### src/tcss_pkg.sv
`timescale 1ns / 1ps
// ----------------------------------------------------------------------------
// Turn count speed sequencer package
// Shared widths, codes, types and helpers for the sequencer core.
// ----------------------------------------------------------------------------
package tcss_pkg;

  localparam int unsigned MAX_GROUPS = 4;
  localparam int unsigned GRP_W      = 2;
  localparam int unsigned NGRP_W     = 3;
  localparam int unsigned CFG_IDX_W  = 3;
  localparam int unsigned CFG_DATA_W = 39;
  localparam int unsigned TURN_W     = 16;
  localparam int unsigned PCT_W      = 7;
  localparam int unsigned PULSE_W    = 8;
  localparam int unsigned CMD_W      = 3;
  localparam int unsigned PHASE_W    = 3;
  localparam int unsigned MC_W       = 3;

  localparam logic [PCT_W-1:0] PCT_MAX = 7'd100;

  // Commands carried by an input word
  localparam logic [CMD_W-1:0] CMD_PULSE       = 3'd0;
  localparam logic [CMD_W-1:0] CMD_START       = 3'd1;
  localparam logic [CMD_W-1:0] CMD_STOP        = 3'd2;
  localparam logic [CMD_W-1:0] CMD_RESET_GROUP = 3'd3;
  localparam logic [CMD_W-1:0] CMD_RESET_FIRST = 3'd4;
  localparam logic [CMD_W-1:0] CMD_BRAKE_DONE  = 3'd5;

  // Run phases
  localparam logic [PHASE_W-1:0] PH_STANDBY    = 3'd0;
  localparam logic [PHASE_W-1:0] PH_RUN        = 3'd1;
  localparam logic [PHASE_W-1:0] PH_LOW        = 3'd2;
  localparam logic [PHASE_W-1:0] PH_BRAKING    = 3'd3;
  localparam logic [PHASE_W-1:0] PH_BRAKE_DONE = 3'd4;
  localparam logic [PHASE_W-1:0] PH_PAUSE      = 3'd5;
  localparam logic [PHASE_W-1:0] PH_FINISH     = 3'd6;

  // Motor commands
  localparam logic [MC_W-1:0] MC_NONE    = 3'd0;
  localparam logic [MC_W-1:0] MC_HIGH    = 3'd1;
  localparam logic [MC_W-1:0] MC_LOW     = 3'd2;
  localparam logic [MC_W-1:0] MC_BRAKE   = 3'd3;
  localparam logic [MC_W-1:0] MC_RELEASE = 3'd4;

  // Configuration register indexes
  localparam logic [CFG_IDX_W-1:0] CFG_NUM_GROUPS  = 3'd0;
  localparam logic [CFG_IDX_W-1:0] CFG_PULSES_TURN = 3'd1;
  localparam logic [CFG_IDX_W-1:0] CFG_SYS_LEAD    = 3'd2;
  localparam logic [CFG_IDX_W-1:0] CFG_SYS_SPEED   = 3'd3;
  localparam logic [CFG_IDX_W-1:0] CFG_GROUP0      = 3'd4;
  localparam logic [CFG_IDX_W-1:0] CFG_GROUP1      = 3'd5;
  localparam logic [CFG_IDX_W-1:0] CFG_GROUP2      = 3'd6;
  localparam logic [CFG_IDX_W-1:0] CFG_GROUP3      = 3'd7;

  typedef struct packed {
    logic [TURN_W-1:0] goal_low;
    logic [TURN_W-1:0] goal_high;
    logic [PCT_W-1:0]  speed_high;
  } group_load_t;

  typedef struct packed {
    logic [NGRP_W-1:0]  n_groups;
    logic [PULSE_W-1:0] pulses_per_turn;
    logic [PCT_W-1:0]   speed_low;
    logic [TURN_W-1:0]  cur_target;
    group_load_t        load;
  } cfg_view_t;

  typedef struct packed {
    logic [PHASE_W-1:0] run_state;
    logic [GRP_W-1:0]   group_index;
    logic [TURN_W-1:0]  turns_done;
    logic [TURN_W-1:0]  low_turns_done;
    logic [MC_W-1:0]    motor_command;
    logic [PCT_W-1:0]   speed_pct;
    logic [TURN_W-1:0]  product_count;
    logic               count_saved;
  } result_t;

  function automatic logic [PCT_W-1:0] sat_pct(input logic [PCT_W-1:0] v);
    sat_pct = (v > PCT_MAX) ? PCT_MAX : v;
  endfunction

endpackage

### src/tcss_if.sv
`timescale 1ns / 1ps
// ----------------------------------------------------------------------------
// Turn count speed sequencer channels
// Valid/ready channels for input event words and result words.
// ----------------------------------------------------------------------------
interface tcss_item_if;
  logic                       valid;
  logic                       ready;
  logic [tcss_pkg::CMD_W-1:0] command;
  logic                       working_page;

  modport source (output valid, command, working_page, input ready);
  modport sink   (input valid, command, working_page, output ready);
endinterface

interface tcss_result_if;
  logic                         valid;
  logic                         ready;
  logic [tcss_pkg::PHASE_W-1:0] run_state;
  logic [tcss_pkg::GRP_W-1:0]   group_index;
  logic [tcss_pkg::TURN_W-1:0]  turns_done;
  logic [tcss_pkg::TURN_W-1:0]  low_turns_done;
  logic [tcss_pkg::MC_W-1:0]    motor_command;
  logic [tcss_pkg::PCT_W-1:0]   speed_pct;
  logic [tcss_pkg::TURN_W-1:0]  product_count;
  logic                         count_saved;

  modport source (output valid, run_state, group_index, turns_done, low_turns_done,
                  motor_command, speed_pct, product_count, count_saved, input ready);
  modport sink   (input valid, run_state, group_index, turns_done, low_turns_done,
                  motor_command, speed_pct, product_count, count_saved, output ready);
endinterface

### src/tcss_cfg.sv
`timescale 1ns / 1ps
// ----------------------------------------------------------------------------
// Turn count speed sequencer configuration
// Holds the configuration registers and derives group goals and speeds.
// ----------------------------------------------------------------------------
module tcss_cfg (
  input  logic                           clk_i,
  input  logic                           rst_ni,
  input  logic                           cfg_we_i,
  input  logic [tcss_pkg::CFG_IDX_W-1:0] cfg_idx_i,
  input  logic [tcss_pkg::CFG_DATA_W-1:0] cfg_data_i,
  input  logic [tcss_pkg::GRP_W-1:0]     cur_group_i,
  input  logic [tcss_pkg::GRP_W-1:0]     load_idx_i,
  output tcss_pkg::cfg_view_t            cfg_o
);
  import tcss_pkg::*;

  logic [NGRP_W-1:0]     num_groups_q;
  logic [PULSE_W-1:0]    ppt_q;
  logic [TURN_W-1:0]     sys_lead_q;
  logic [PCT_W-1:0]      sys_speed_q;
  logic [CFG_DATA_W-1:0] group_q [MAX_GROUPS];

  logic [CFG_DATA_W-1:0] load_word;
  logic [TURN_W:0]       tgt_ext;
  logic [TURN_W:0]       lead_sum;
  logic [TURN_W:0]       lead_clip;
  logic [TURN_W:0]       high_ext;

  always_ff @(posedge clk_i or negedge rst_ni) begin
    if (!rst_ni) begin
      num_groups_q <= '0;
      ppt_q        <= 8'd1;
      sys_lead_q   <= '0;
      sys_speed_q  <= '0;
      for (int i = 0; i < MAX_GROUPS; i++) begin
        group_q[i] <= '0;
      end
    end else if (cfg_we_i) begin
      case (cfg_idx_i)
        CFG_NUM_GROUPS:  num_groups_q <= cfg_data_i[NGRP_W-1:0];
        CFG_PULSES_TURN: ppt_q        <= cfg_data_i[PULSE_W-1:0];
        CFG_SYS_LEAD:    sys_lead_q   <= cfg_data_i[TURN_W-1:0];
        CFG_SYS_SPEED:   sys_speed_q  <= cfg_data_i[PCT_W-1:0];
        CFG_GROUP0:      group_q[0]   <= cfg_data_i;
        CFG_GROUP1:      group_q[1]   <= cfg_data_i;
        CFG_GROUP2:      group_q[2]   <= cfg_data_i;
        CFG_GROUP3:      group_q[3]   <= cfg_data_i;
        default: ;
      endcase
    end
  end

  // Lead is system plus group lead, clipped to the target
  always_comb begin
    load_word = group_q[load_idx_i];
    tgt_ext   = {1'b0, load_word[15:0]};
    lead_sum  = {1'b0, sys_lead_q} + {1'b0, load_word[31:16]};
    lead_clip = (lead_sum > tgt_ext) ? tgt_ext : lead_sum;
    high_ext  = tgt_ext - lead_clip;

    cfg_o.n_groups        = (num_groups_q > NGRP_W'(MAX_GROUPS)) ?
                            NGRP_W'(MAX_GROUPS) : num_groups_q;
    cfg_o.pulses_per_turn = ppt_q;
    cfg_o.speed_low       = sat_pct(sys_speed_q);
    cfg_o.cur_target      = group_q[cur_group_i][15:0];
    cfg_o.load.goal_low   = lead_clip[TURN_W-1:0];
    cfg_o.load.goal_high  = high_ext[TURN_W-1:0];
    cfg_o.load.speed_high = sat_pct(load_word[38:32]);
  end

endmodule

### src/turn_count_speed_sequencer_core.sv
`timescale 1ns / 1ps
// Latency: a result word is valid in the cycle after its event word is accepted.
// Throughput: one event word per cycle; the only stall is a full result register
//   whose word the sink has not taken.
// Reset: asynchronous, active low; phase standby, group 0, all counters, goals and
//   speeds zero, configuration back to its defaults, result register empty.
// ----------------------------------------------------------------------------
// Turn count speed sequencer core
// Event-driven winding sequencer: counts encoder pulses into turns, walks a run
// through high speed, low speed and braking, and steps through winding groups.
// ----------------------------------------------------------------------------
module turn_count_speed_sequencer_core (
  input  logic                            clk_i,
  input  logic                            rst_ni,
  input  logic                            cfg_we_i,
  input  logic [tcss_pkg::CFG_IDX_W-1:0]  cfg_idx_i,
  input  logic [tcss_pkg::CFG_DATA_W-1:0] cfg_data_i,
  tcss_item_if.sink                       item_in,
  tcss_result_if.source                   result_out
);
  import tcss_pkg::*;

  // Sequencer state
  logic [PHASE_W-1:0] phase_q, phase_d;
  logic [GRP_W-1:0]   group_q, group_d;
  logic [PULSE_W-1:0] pulse_q, pulse_d;
  logic [TURN_W-1:0]  turn_q, turn_d;
  logic [TURN_W-1:0]  low_q, low_d;
  logic [TURN_W-1:0]  fin_q, fin_d;
  logic [TURN_W-1:0]  goal_low_q, goal_low_d;
  logic [TURN_W-1:0]  goal_high_q, goal_high_d;
  logic [PCT_W-1:0]   speed_high_q, speed_high_d;
  logic [PCT_W-1:0]   speed_low_q, speed_low_d;

  // Result register
  logic    out_valid_q;
  result_t res_q, res_d;

  logic       accept;
  logic       in_ready;
  cfg_view_t  cfg;
  logic [CMD_W-1:0]  cmd;
  logic              page;
  logic              enabled;
  logic [NGRP_W-1:0] next_grp;
  logic              wrap;
  logic [GRP_W-1:0]  load_idx;

  // Combinational scratch for one step
  logic [PULSE_W-1:0] pc_inc;
  logic               do_load;
  logic [MC_W-1:0]    mc;
  logic [PCT_W-1:0]   sp;
  logic               saved;
  logic [TURN_W-1:0]  cmp_turns;
  logic [TURN_W-1:0]  cmp_goal;

  // Advance whenever the result register is empty or being drained
  assign in_ready       = !out_valid_q || result_out.ready;
  assign item_in.ready  = in_ready;
  assign accept         = item_in.valid && in_ready;
  assign cmd            = item_in.command;
  assign page           = item_in.working_page;
  assign enabled        = (cfg.n_groups != '0);

  // Group that a load would pick: next group on start from finish, first group on
  // reset to first, else the current one
  assign next_grp = {1'b0, group_q} + NGRP_W'(1);
  assign wrap     = (next_grp >= cfg.n_groups);
  always_comb begin
    if (cmd == CMD_START) begin
      load_idx = wrap ? '0 : next_grp[GRP_W-1:0];
    end else if (cmd == CMD_RESET_FIRST) begin
      load_idx = '0;
    end else begin
      load_idx = group_q;
    end
  end

  tcss_cfg u_cfg (
    .clk_i       (clk_i),
    .rst_ni      (rst_ni),
    .cfg_we_i    (cfg_we_i),
    .cfg_idx_i   (cfg_idx_i),
    .cfg_data_i  (cfg_data_i),
    .cur_group_i (group_q),
    .load_idx_i  (load_idx),
    .cfg_o       (cfg)
  );

  always_comb begin
    phase_d      = phase_q;
    group_d      = group_q;
    pulse_d      = pulse_q;
    turn_d       = turn_q;
    low_d        = low_q;
    fin_d        = fin_q;
    goal_low_d   = goal_low_q;
    goal_high_d  = goal_high_q;
    speed_high_d = speed_high_q;
    speed_low_d  = speed_low_q;
    pc_inc       = pulse_q + PULSE_W'(1);
    do_load      = 1'b0;
    mc           = MC_NONE;
    sp           = '0;
    saved        = 1'b0;
    cmp_turns    = turn_q;
    cmp_goal     = goal_high_q;

    // Pulse: count turns regardless of page, change phase only on the page
    if (cmd == CMD_PULSE && enabled) begin
      pulse_d = pc_inc;
      if (pc_inc >= cfg.pulses_per_turn) begin
        pulse_d = '0;
        turn_d  = turn_q + TURN_W'(1);
        if (phase_q == PH_LOW) begin
          low_d = low_q + TURN_W'(1);
        end
      end
      if (page) begin
        if (phase_q == PH_RUN) begin
          if (turn_d >= goal_high_q) begin
            phase_d = PH_LOW;
            mc      = MC_LOW;
            sp      = speed_low_q;
          end
        end else if (phase_q == PH_LOW) begin
          if (low_d >= goal_low_q || turn_d >= cfg.cur_target) begin
            phase_d = PH_BRAKING;
            mc      = MC_BRAKE;
          end
        end
      end
    end

    // Brake done acts in braking only, on or off the page
    if (cmd == CMD_BRAKE_DONE && phase_d == PH_BRAKING) begin
      phase_d = PH_BRAKE_DONE;
    end

    // Sequencing pass
    if (page && enabled) begin
      case (phase_d)
        PH_FINISH, PH_STANDBY, PH_PAUSE: begin
          if (cmd == CMD_START) begin
            if (phase_d == PH_FINISH) begin
              do_load = 1'b1;
              if (wrap) begin
                fin_d = fin_q + TURN_W'(1);
                saved = 1'b1;
              end
            end
            // Compare against the freshly loaded group when advancing
            cmp_turns = do_load ? '0 : turn_d;
            cmp_goal  = do_load ? cfg.load.goal_high : goal_high_q;
            if (cmp_turns < cmp_goal) begin
              phase_d = PH_RUN;
              mc      = MC_HIGH;
              sp      = do_load ? cfg.load.speed_high : speed_high_q;
            end else begin
              phase_d = PH_LOW;
              mc      = MC_LOW;
              sp      = do_load ? cfg.speed_low : speed_low_q;
            end
          end else if (cmd == CMD_RESET_GROUP) begin
            // Drop a reset for a group out of use
            if ({1'b0, group_q} < cfg.n_groups) begin
              do_load = 1'b1;
              phase_d = PH_STANDBY;
            end
          end else if (cmd == CMD_RESET_FIRST) begin
            do_load = 1'b1;
            phase_d = PH_STANDBY;
          end
        end
        PH_RUN: begin
          if (cmd == CMD_STOP) begin
            phase_d = PH_LOW;
            mc      = MC_LOW;
            sp      = speed_low_q;
          end
        end
        PH_BRAKE_DONE: begin
          mc      = MC_RELEASE;
          phase_d = (turn_d >= cfg.cur_target) ? PH_FINISH : PH_PAUSE;
        end
        PH_LOW, PH_BRAKING: ;
        default: begin
          phase_d = PH_STANDBY;
        end
      endcase
    end

    // Latch the selected group's goals and speeds, clear the group counters
    if (do_load) begin
      group_d      = load_idx;
      turn_d       = '0;
      low_d        = '0;
      goal_low_d   = cfg.load.goal_low;
      goal_high_d  = cfg.load.goal_high;
      speed_high_d = cfg.load.speed_high;
      speed_low_d  = cfg.speed_low;
    end

    res_d.run_state      = phase_d;
    res_d.group_index    = group_d;
    res_d.turns_done     = turn_d;
    res_d.low_turns_done = low_d;
    res_d.motor_command  = mc;
    res_d.speed_pct      = sp;
    res_d.product_count  = fin_d;
    res_d.count_saved    = saved;
  end

  always_ff @(posedge clk_i or negedge rst_ni) begin
    if (!rst_ni) begin
      phase_q      <= PH_STANDBY;
      group_q      <= '0;
      pulse_q      <= '0;
      turn_q       <= '0;
      low_q        <= '0;
      fin_q        <= '0;
      goal_low_q   <= '0;
      goal_high_q  <= '0;
      speed_high_q <= '0;
      speed_low_q  <= '0;
    end else if (accept) begin
      phase_q      <= phase_d;
      group_q      <= group_d;
      pulse_q      <= pulse_d;
      turn_q       <= turn_d;
      low_q        <= low_d;
      fin_q        <= fin_d;
      goal_low_q   <= goal_low_d;
      goal_high_q  <= goal_high_d;
      speed_high_q <= speed_high_d;
      speed_low_q  <= speed_low_d;
    end
  end

  // Hold the result word until the sink takes it
  always_ff @(posedge clk_i or negedge rst_ni) begin
    if (!rst_ni) begin
      out_valid_q <= 1'b0;
    end else if (accept) begin
      out_valid_q <= 1'b1;
    end else if (result_out.ready) begin
      out_valid_q <= 1'b0;
    end
  end

  always_ff @(posedge clk_i) begin
    if (accept) begin
      res_q <= res_d;
    end
  end

  assign result_out.valid          = out_valid_q;
  assign result_out.run_state      = res_q.run_state;
  assign result_out.group_index    = res_q.group_index;
  assign result_out.turns_done     = res_q.turns_done;
  assign result_out.low_turns_done = res_q.low_turns_done;
  assign result_out.motor_command  = res_q.motor_command;
  assign result_out.speed_pct      = res_q.speed_pct;
  assign result_out.product_count  = res_q.product_count;
  assign result_out.count_saved    = res_q.count_saved;

  // A saved flag always goes with a product count one higher than before
  a_saved_bumps_count: assert property (@(posedge clk_i) disable iff (!rst_ni)
    (accept && res_d.count_saved) |=> (fin_q == $past(fin_q) + TURN_W'(1)))
    else $error("count_saved without product count increment");

  // With no groups in use the turn and product counters stay put
  a_disabled_frozen: assert property (@(posedge clk_i) disable iff (!rst_ni)
    (accept && !enabled) |=> ($stable(turn_q) && $stable(fin_q) && $stable(group_q)))
    else $error("counters moved with no groups in use");

  // Brake release only comes out of the brake-done phase
  a_release_source: assert property (@(posedge clk_i) disable iff (!rst_ni)
    (accept && res_d.motor_command == MC_RELEASE) |->
      (phase_q == PH_BRAKE_DONE || (phase_q == PH_BRAKING && cmd == CMD_BRAKE_DONE)))
    else $error("brake release outside brake done");

endmodule

### src/flat_wrapper.sv
// flat-port wrapper written by rule: the top's interface ports become plain ports
module turn_count_speed_sequencer_core_flat import tcss_pkg::*;
  (clk_i, rst_ni, cfg_we_i, cfg_idx_i, cfg_data_i, item_in_valid, item_in_command, item_in_working_page, item_in_ready, result_out_valid, result_out_run_state, result_out_group_index, result_out_turns_done, result_out_low_turns_done, result_out_motor_command, result_out_speed_pct, result_out_product_count, result_out_count_saved, result_out_ready);
  tcss_item_if item_in_i ();
  tcss_result_if result_out_i ();
  input  logic clk_i;
  input  logic rst_ni;
  input  logic cfg_we_i;
  input  logic [tcss_pkg::CFG_IDX_W-1:0] cfg_idx_i;
  input  logic [tcss_pkg::CFG_DATA_W-1:0] cfg_data_i;
  input wire logic [$bits(item_in_i.valid)-1:0] item_in_valid;
  input wire logic [$bits(item_in_i.command)-1:0] item_in_command;
  input wire logic [$bits(item_in_i.working_page)-1:0] item_in_working_page;
  output wire logic [$bits(item_in_i.ready)-1:0] item_in_ready;
  output wire logic [$bits(result_out_i.valid)-1:0] result_out_valid;
  output wire logic [$bits(result_out_i.run_state)-1:0] result_out_run_state;
  output wire logic [$bits(result_out_i.group_index)-1:0] result_out_group_index;
  output wire logic [$bits(result_out_i.turns_done)-1:0] result_out_turns_done;
  output wire logic [$bits(result_out_i.low_turns_done)-1:0] result_out_low_turns_done;
  output wire logic [$bits(result_out_i.motor_command)-1:0] result_out_motor_command;
  output wire logic [$bits(result_out_i.speed_pct)-1:0] result_out_speed_pct;
  output wire logic [$bits(result_out_i.product_count)-1:0] result_out_product_count;
  output wire logic [$bits(result_out_i.count_saved)-1:0] result_out_count_saved;
  input wire logic [$bits(result_out_i.ready)-1:0] result_out_ready;
  assign item_in_i.valid = item_in_valid;
  assign item_in_i.command = item_in_command;
  assign item_in_i.working_page = item_in_working_page;
  assign item_in_ready = item_in_i.ready;
  assign result_out_valid = result_out_i.valid;
  assign result_out_run_state = result_out_i.run_state;
  assign result_out_group_index = result_out_i.group_index;
  assign result_out_turns_done = result_out_i.turns_done;
  assign result_out_low_turns_done = result_out_i.low_turns_done;
  assign result_out_motor_command = result_out_i.motor_command;
  assign result_out_speed_pct = result_out_i.speed_pct;
  assign result_out_product_count = result_out_i.product_count;
  assign result_out_count_saved = result_out_i.count_saved;
  assign result_out_i.ready = result_out_ready;
  turn_count_speed_sequencer_core u_core (.clk_i(clk_i), .rst_ni(rst_ni), .cfg_we_i(cfg_we_i), .cfg_idx_i(cfg_idx_i), .cfg_data_i(cfg_data_i), .item_in(item_in_i), .result_out(result_out_i));
endmodule
### config.mk
export PLATFORM = sky130hd
export DESIGN_NAME = turn_count_speed_sequencer_core_flat
export DESIGN_NICKNAME = d
export VERILOG_FILES = /design/src/tcss_pkg.sv /design/src/tcss_if.sv /design/src/tcss_cfg.sv /design/src/turn_count_speed_sequencer_core.sv /design/src/flat_wrapper.sv
export SDC_FILE = /design/constraint.sdc
export NUM_CORES = 1
export LEC_CHECK = 0
export BUFFER_PORTS_ARGS = -buffer_cell sky130_fd_sc_hd__buf_2
export CAP_MARGIN = 20
export CORE_UTILIZATION = 40
export DETAILED_ROUTE_END_ITERATION = 6
export GPL_TIMING_DRIVEN = 0
export SETUP_SLACK_MARGIN = 0.15
export SLEW_MARGIN = 20
export SYNTH_ARGS = -nofsm -noshare
export SYNTH_HDL_FRONTEND = slang
export SYNTH_SLANG_ARGS = --single-unit
### constraint.sdc
create_clock -name clk_i -period 13.1 [get_ports clk_i]
set_input_delay 2.62 -clock clk_i [delete_from_list [all_inputs] [get_ports clk_i]]
set_output_delay 2.62 -clock clk_i [all_outputs]
set_load 0.05 [all_outputs]
==> Flow_metrics.wiki <==
{| class="wikitable"
! Metric !! Value
|-
| Run status || finished, violations left
|-
| Violations in the final reports || design-rule violations
|-
| Final count of pins violating max slew || 0
|-
| # H-tree levels || 2
|-
| Cell count of the worst reg-to-reg path || 53
|-
| Crit path depth || 53
|-
| Number of enable flip-flop cells after synthesis || 64
|-
| Number of buffers added by the clock tree synthesis step || 40
|-
| Asr flop ratio synth || 0.823
|-
| Cell occurring most often along the worst timing path || nand2_1
|-
| Final routed wire length divided by cell count || 20.3 um
|-
| Routability Congestion || 0.915
|-
| Slew headroom || 0.226
|-
| Clock-pin transition on the worst setup and hold timing paths || 0.06 ns
|-
| Number of sinks on the clock net || 362
|-
| Initial detailed-routing violation count || 1,096
|-
| Post-route clock skew || 0.0279 ns
|-
| Count of unique library cells instantiated by Yosys || 81
|-
| Number of I/O pins || 117
|-
| Layout cells sized above 1 || 0.203
|-
| Most common library cell in the layout ignoring fill and taps || nand2_1
|-
| CP Launch Point || item_in_command[1]
|-
| HPWL after DPL || 46,400 um
|-
| Setup repair after global routing missed its margin || false
|-
| Maximum clock insertion buffer count || 3
|-
| Critical Path Source Type || input pin
|-
| Net total in the final layout || 2,514
|-
| Period utilization || 0.954
|-
| Total power || 0.00542 W
|-
| Register area share after synthesis || 0.434
|-
| Number of buffers and inverters on the critical path || 9
|-
| Max Clock Freq || 80.0 MHz
|-
| Instance count of the mapped netlist || 2,153
|-
| Number of max-cap violations || 0
|-
| Slew @ Worst Pin || 1.15 ns
|-
| Root Buffer || clkbuf_16
|-
| Pin count of the biggest net entering global routing || 98
|-
| Cell leakage power || 11.2 nW
|-
| Cell Pwr Density || 219 nW/um2
|-
| Netlist area before placement || 21,600 um2
|-
| Count of port buffers added during placement || 111
|-
| FP Rows || 84
|-
| Pre-antenna DRT Iters || 7
|-
| Area added between synthesis and finish || 14.6%
|-
| WL final || 61,400 um
|-
| Peak fanout along the critical path || 10
|-
| Cell at the slowest stage of the critical path || or3b_2
|-
| Final antenna-violating net count || 0
|-
| Detailed-route DRC error count || 3
|-
| Number of cells traversed by the worst hold path || 2
|-
| Clock period minus worst slack || 12.50 ns
|-
| Total vias in the final route || 16,700
|-
| Via/cell ratio || 5.52
|-
| Required time reported for the critical path endpoint || 13.41 ns
|-
| Core Region || 53,000 um2
|-
| Setup slack of the worst register-to-register path || 1.61 ns
|-
| Commonest cells after routing, fill and taps aside || nand2_1, dfrtp_1, mux2_2
|-
| Nature of the critical path endpoint || flop
|-
| Sw Share || 0.415
|-
| Main flop type after synthesis || dfrtp_1
|-
| Clock tree from TritonCTS || built
|-
| Worst setup margin || 0.602 ns
|-
| Leading area contributor after synthesis || dfrtp_1
|-
| Part of the total power dissipated in the clock network || 0.206
|-
| Logic gate share of total power || 0.512
|-
| Internal power || 0.00317 W
|-
| VDD IR max || 0.117 mV
|-
| All-layer global routing usage || 0.225
|-
| Synth area leaders || dfrtp_1, mux2_2, edfxtp_1, ha_1, nand2_1
|-
| CP max stage delay || 0.45 ns
|-
| Die area || 55,000 um2
|-
| Via count of the first global-routing pass || 16,300
|-
| Termination of the worst setup path || u_core.result_out.speed_pct[6]$_DFFE_PP_
|-
| Power share of the sequential group || 0.281
|-
| Critical path's top delay family || compound AO/OA/AOI/OAI gates
|-
| Warnings from Yosys || 0
|-
| Count of final setup violators || 0
|-
| RR Endpoint || u_core.result_out.speed_pct[6]$_DFFE_PP_
|-
| Top-area cell type share of the netlist area || 0.344
|-
| Wire length of the first global-routing pass || 94,800 um
|-
| Worst setup timing slack at the placement stage || -2.13 ns
|-
| Initial Utilization || 0.408
|-
| Yosys reg bits || 362
|-
| Reg-to-Reg Start || u_core.group_q[0]$_DFFE_PN0P_
|-
| CTS Hold Buffers Added || 0
|-
| Insertion delay of the later-clocked pin in the worst-skew pair || 0.57 ns
|-
| Type of the worst setup path || in2reg
|-
| Data arrival time of the critical path || 12.81 ns
|-
| Number of hold violations in the final report || 0
|-
| Antenna violations before repair || 3
|-
| Class of the worst hold path || reg2reg
|-
| Vert. Die Dim || 234 um
|-
| NetSw || 0.00225 W
|-
| Average footprint of a synthesized cell || 10.0 um2
|-
| Die Width || 234 um
|-
| Residual overflow from global routing || 0
|-
| Synthesized Nets || 2,349
|}
flip-flops by register name, indices dropped and copies added, names as in the netlist, 3 cells and up:
| name | cells |
|---|---|
| u_core.fin_q | 16 |
| u_core.goal_high_q | 16 |
| u_core.goal_low_q | 16 |
| u_core.low_q | 16 |
| u_core.phase_q | 3 |
| u_core.pulse_q | 8 |
| u_core.result_out.low_turns_done | 16 |
| u_core.result_out.motor_command | 3 |
| u_core.result_out.product_count | 16 |
| u_core.result_out.run_state | 3 |
| u_core.result_out.speed_pct | 7 |
| u_core.result_out.turns_done | 16 |
| u_core.speed_high_q | 7 |
| u_core.speed_low_q | 7 |
| u_core.turn_q | 16 |
| u_core.u_cfg.group_q | 156 |
| u_core.u_cfg.num_groups_q | 3 |
| u_core.u_cfg.ppt_q | 8 |
| u_core.u_cfg.sys_lead_q | 16 |
| u_core.u_cfg.sys_speed_q | 7 |
cells by family (layout without fill, tap and decap cells):
family	after synthesis	in the layout	synth area share
other cells	0	1	0
buf+inv	221	409	0.0401
flops	362	362	0.434
mux	254	254	0.138
simple gates	672	672	0.142
compound gates	384	384	0.115
xor+xnor	115	115	0.0466
fa+ha+maj	145	145	0.0846
power by group through the flow:
| stage | Sequential (W) | Clock [W] | Combinational [W] |
|---|---|---|---|
| 2_1_floorplan | 0.00154 | 0 | 0.00186 |
| 3_3_place_gp | 0.00153 | 0 | 0.00249 |
| 3_5_place_dp | 0.00154 | 0 | 0.00256 |
| 4_1_cts | 0.00152 | 0.00115 | 0.00263 |
| 5_1_grt | 0.00155 | 0.00119 | 0.00306 |
| 6_report | 0.00153 | 0.00112 | 0.00277 |
worst min-delay path, cell delays in order (launching register included):
cell     delay (ns)
dfrtp_1        0.34
nand2_1        0.05
o21ai_0        0.06
cell type report:
type | count | area (um2)
buffer | 110 | 527
clock inverter | 15 | 175
clock buffer | 50 | 1090
multi-input combinational | 1570 | 11600
inverter | 110 | 413
tap | 688 | 861
timing repair buffer | 124 | 743
sequential | 362 | 9380
antenna | 1 | 2.50
fill | 4998 | 28200
per-stage QoR:
step	instances	setup TNS [ns]	utilization	hold slack (ns)	instance area, um2
floorplan	2153	0	-	0.450	21600
global placement	2952	-23.25	0.435	0.464	23000
detailed placement	2956	-25.08	0.437	0.471	23200
CTS	3022	0	0.464	0.485	24600
global route	3030	0	0.468	0.504	24800
finish	3030	0	0.468	0.481	24800
Yosys cell counts (5+ instances only):
library cell / count
dfrtp_1: 297
o31ai_1: 23
xor2_1: 47
mux2_2: 192
nor2_1: 148
buf_1: 26
nand3_1: 61
o221ai_1: 5
nand2_1: 304
nor3b_1: 6
nor2b_1: 13
clkbuf_1: 66
a21oi_1: 55
a21o_1: 37
nand2b_1: 18
mux2i_1: 46
o21ai_0: 111
nand4_1: 21
and2_1: 23
o211ai_1: 13
o21ai_1: 16
nor3_1: 25
inv_1: 105
a211oi_1: 28
buf_2: 14
edfxtp_1: 64
a31oi_1: 31
a2111oi_0: 7
nor4_1: 7
o21a_1: 15
and3_1: 12
ha_1: 143
a22o_1: 6
mux4_2: 16
xnor2_1: 68
buf_4: 5
per-layer routing:
metal | global-route usage | wire length (um) | vias up
met5 | 0 | 22 | -
met3 | 0.0345 | 3070 | 137
met2 | 0.370 | 28900 | 447
li1 | - | - | 7962
met1 | 0.295 | 26900 | 8181
met4 | 0.0966 | 2500 | 4
worst min path at each step:
stage,start,endpoint,slack [ns]
after detailed placement,u_core.speed_high_q[4]$_DFFE_PN0P_,u_core.speed_high_q[4]$_DFFE_PN0P_,0.47
after global placement,u_core.goal_low_q[15]$_DFFE_PN0P_,u_core.goal_low_q[15]$_DFFE_PN0P_,0.46
after floorplan,u_core.speed_high_q[6]$_DFFE_PN0P_,u_core.speed_high_q[6]$_DFFE_PN0P_,0.45
after CTS,u_core.speed_high_q[4]$_DFFE_PN0P_,u_core.speed_high_q[4]$_DFFE_PN0P_,0.49
final,u_core.speed_high_q[4]$_DFFE_PN0P_,u_core.speed_high_q[4]$_DFFE_PN0P_,0.48
after global routing,u_core.fin_q[15]$_DFFE_PN0P_,u_core.fin_q[15]$_DFFE_PN0P_,0.50
timing repair:
item                                    4_1_cts  5_1_grt
resized for setup                            40       34
endpoints found under the setup margin       13       13
buffers inserted                              2        7
pin swaps                                     3       16
No activity file was read; power rests on OpenSTA's default activity.
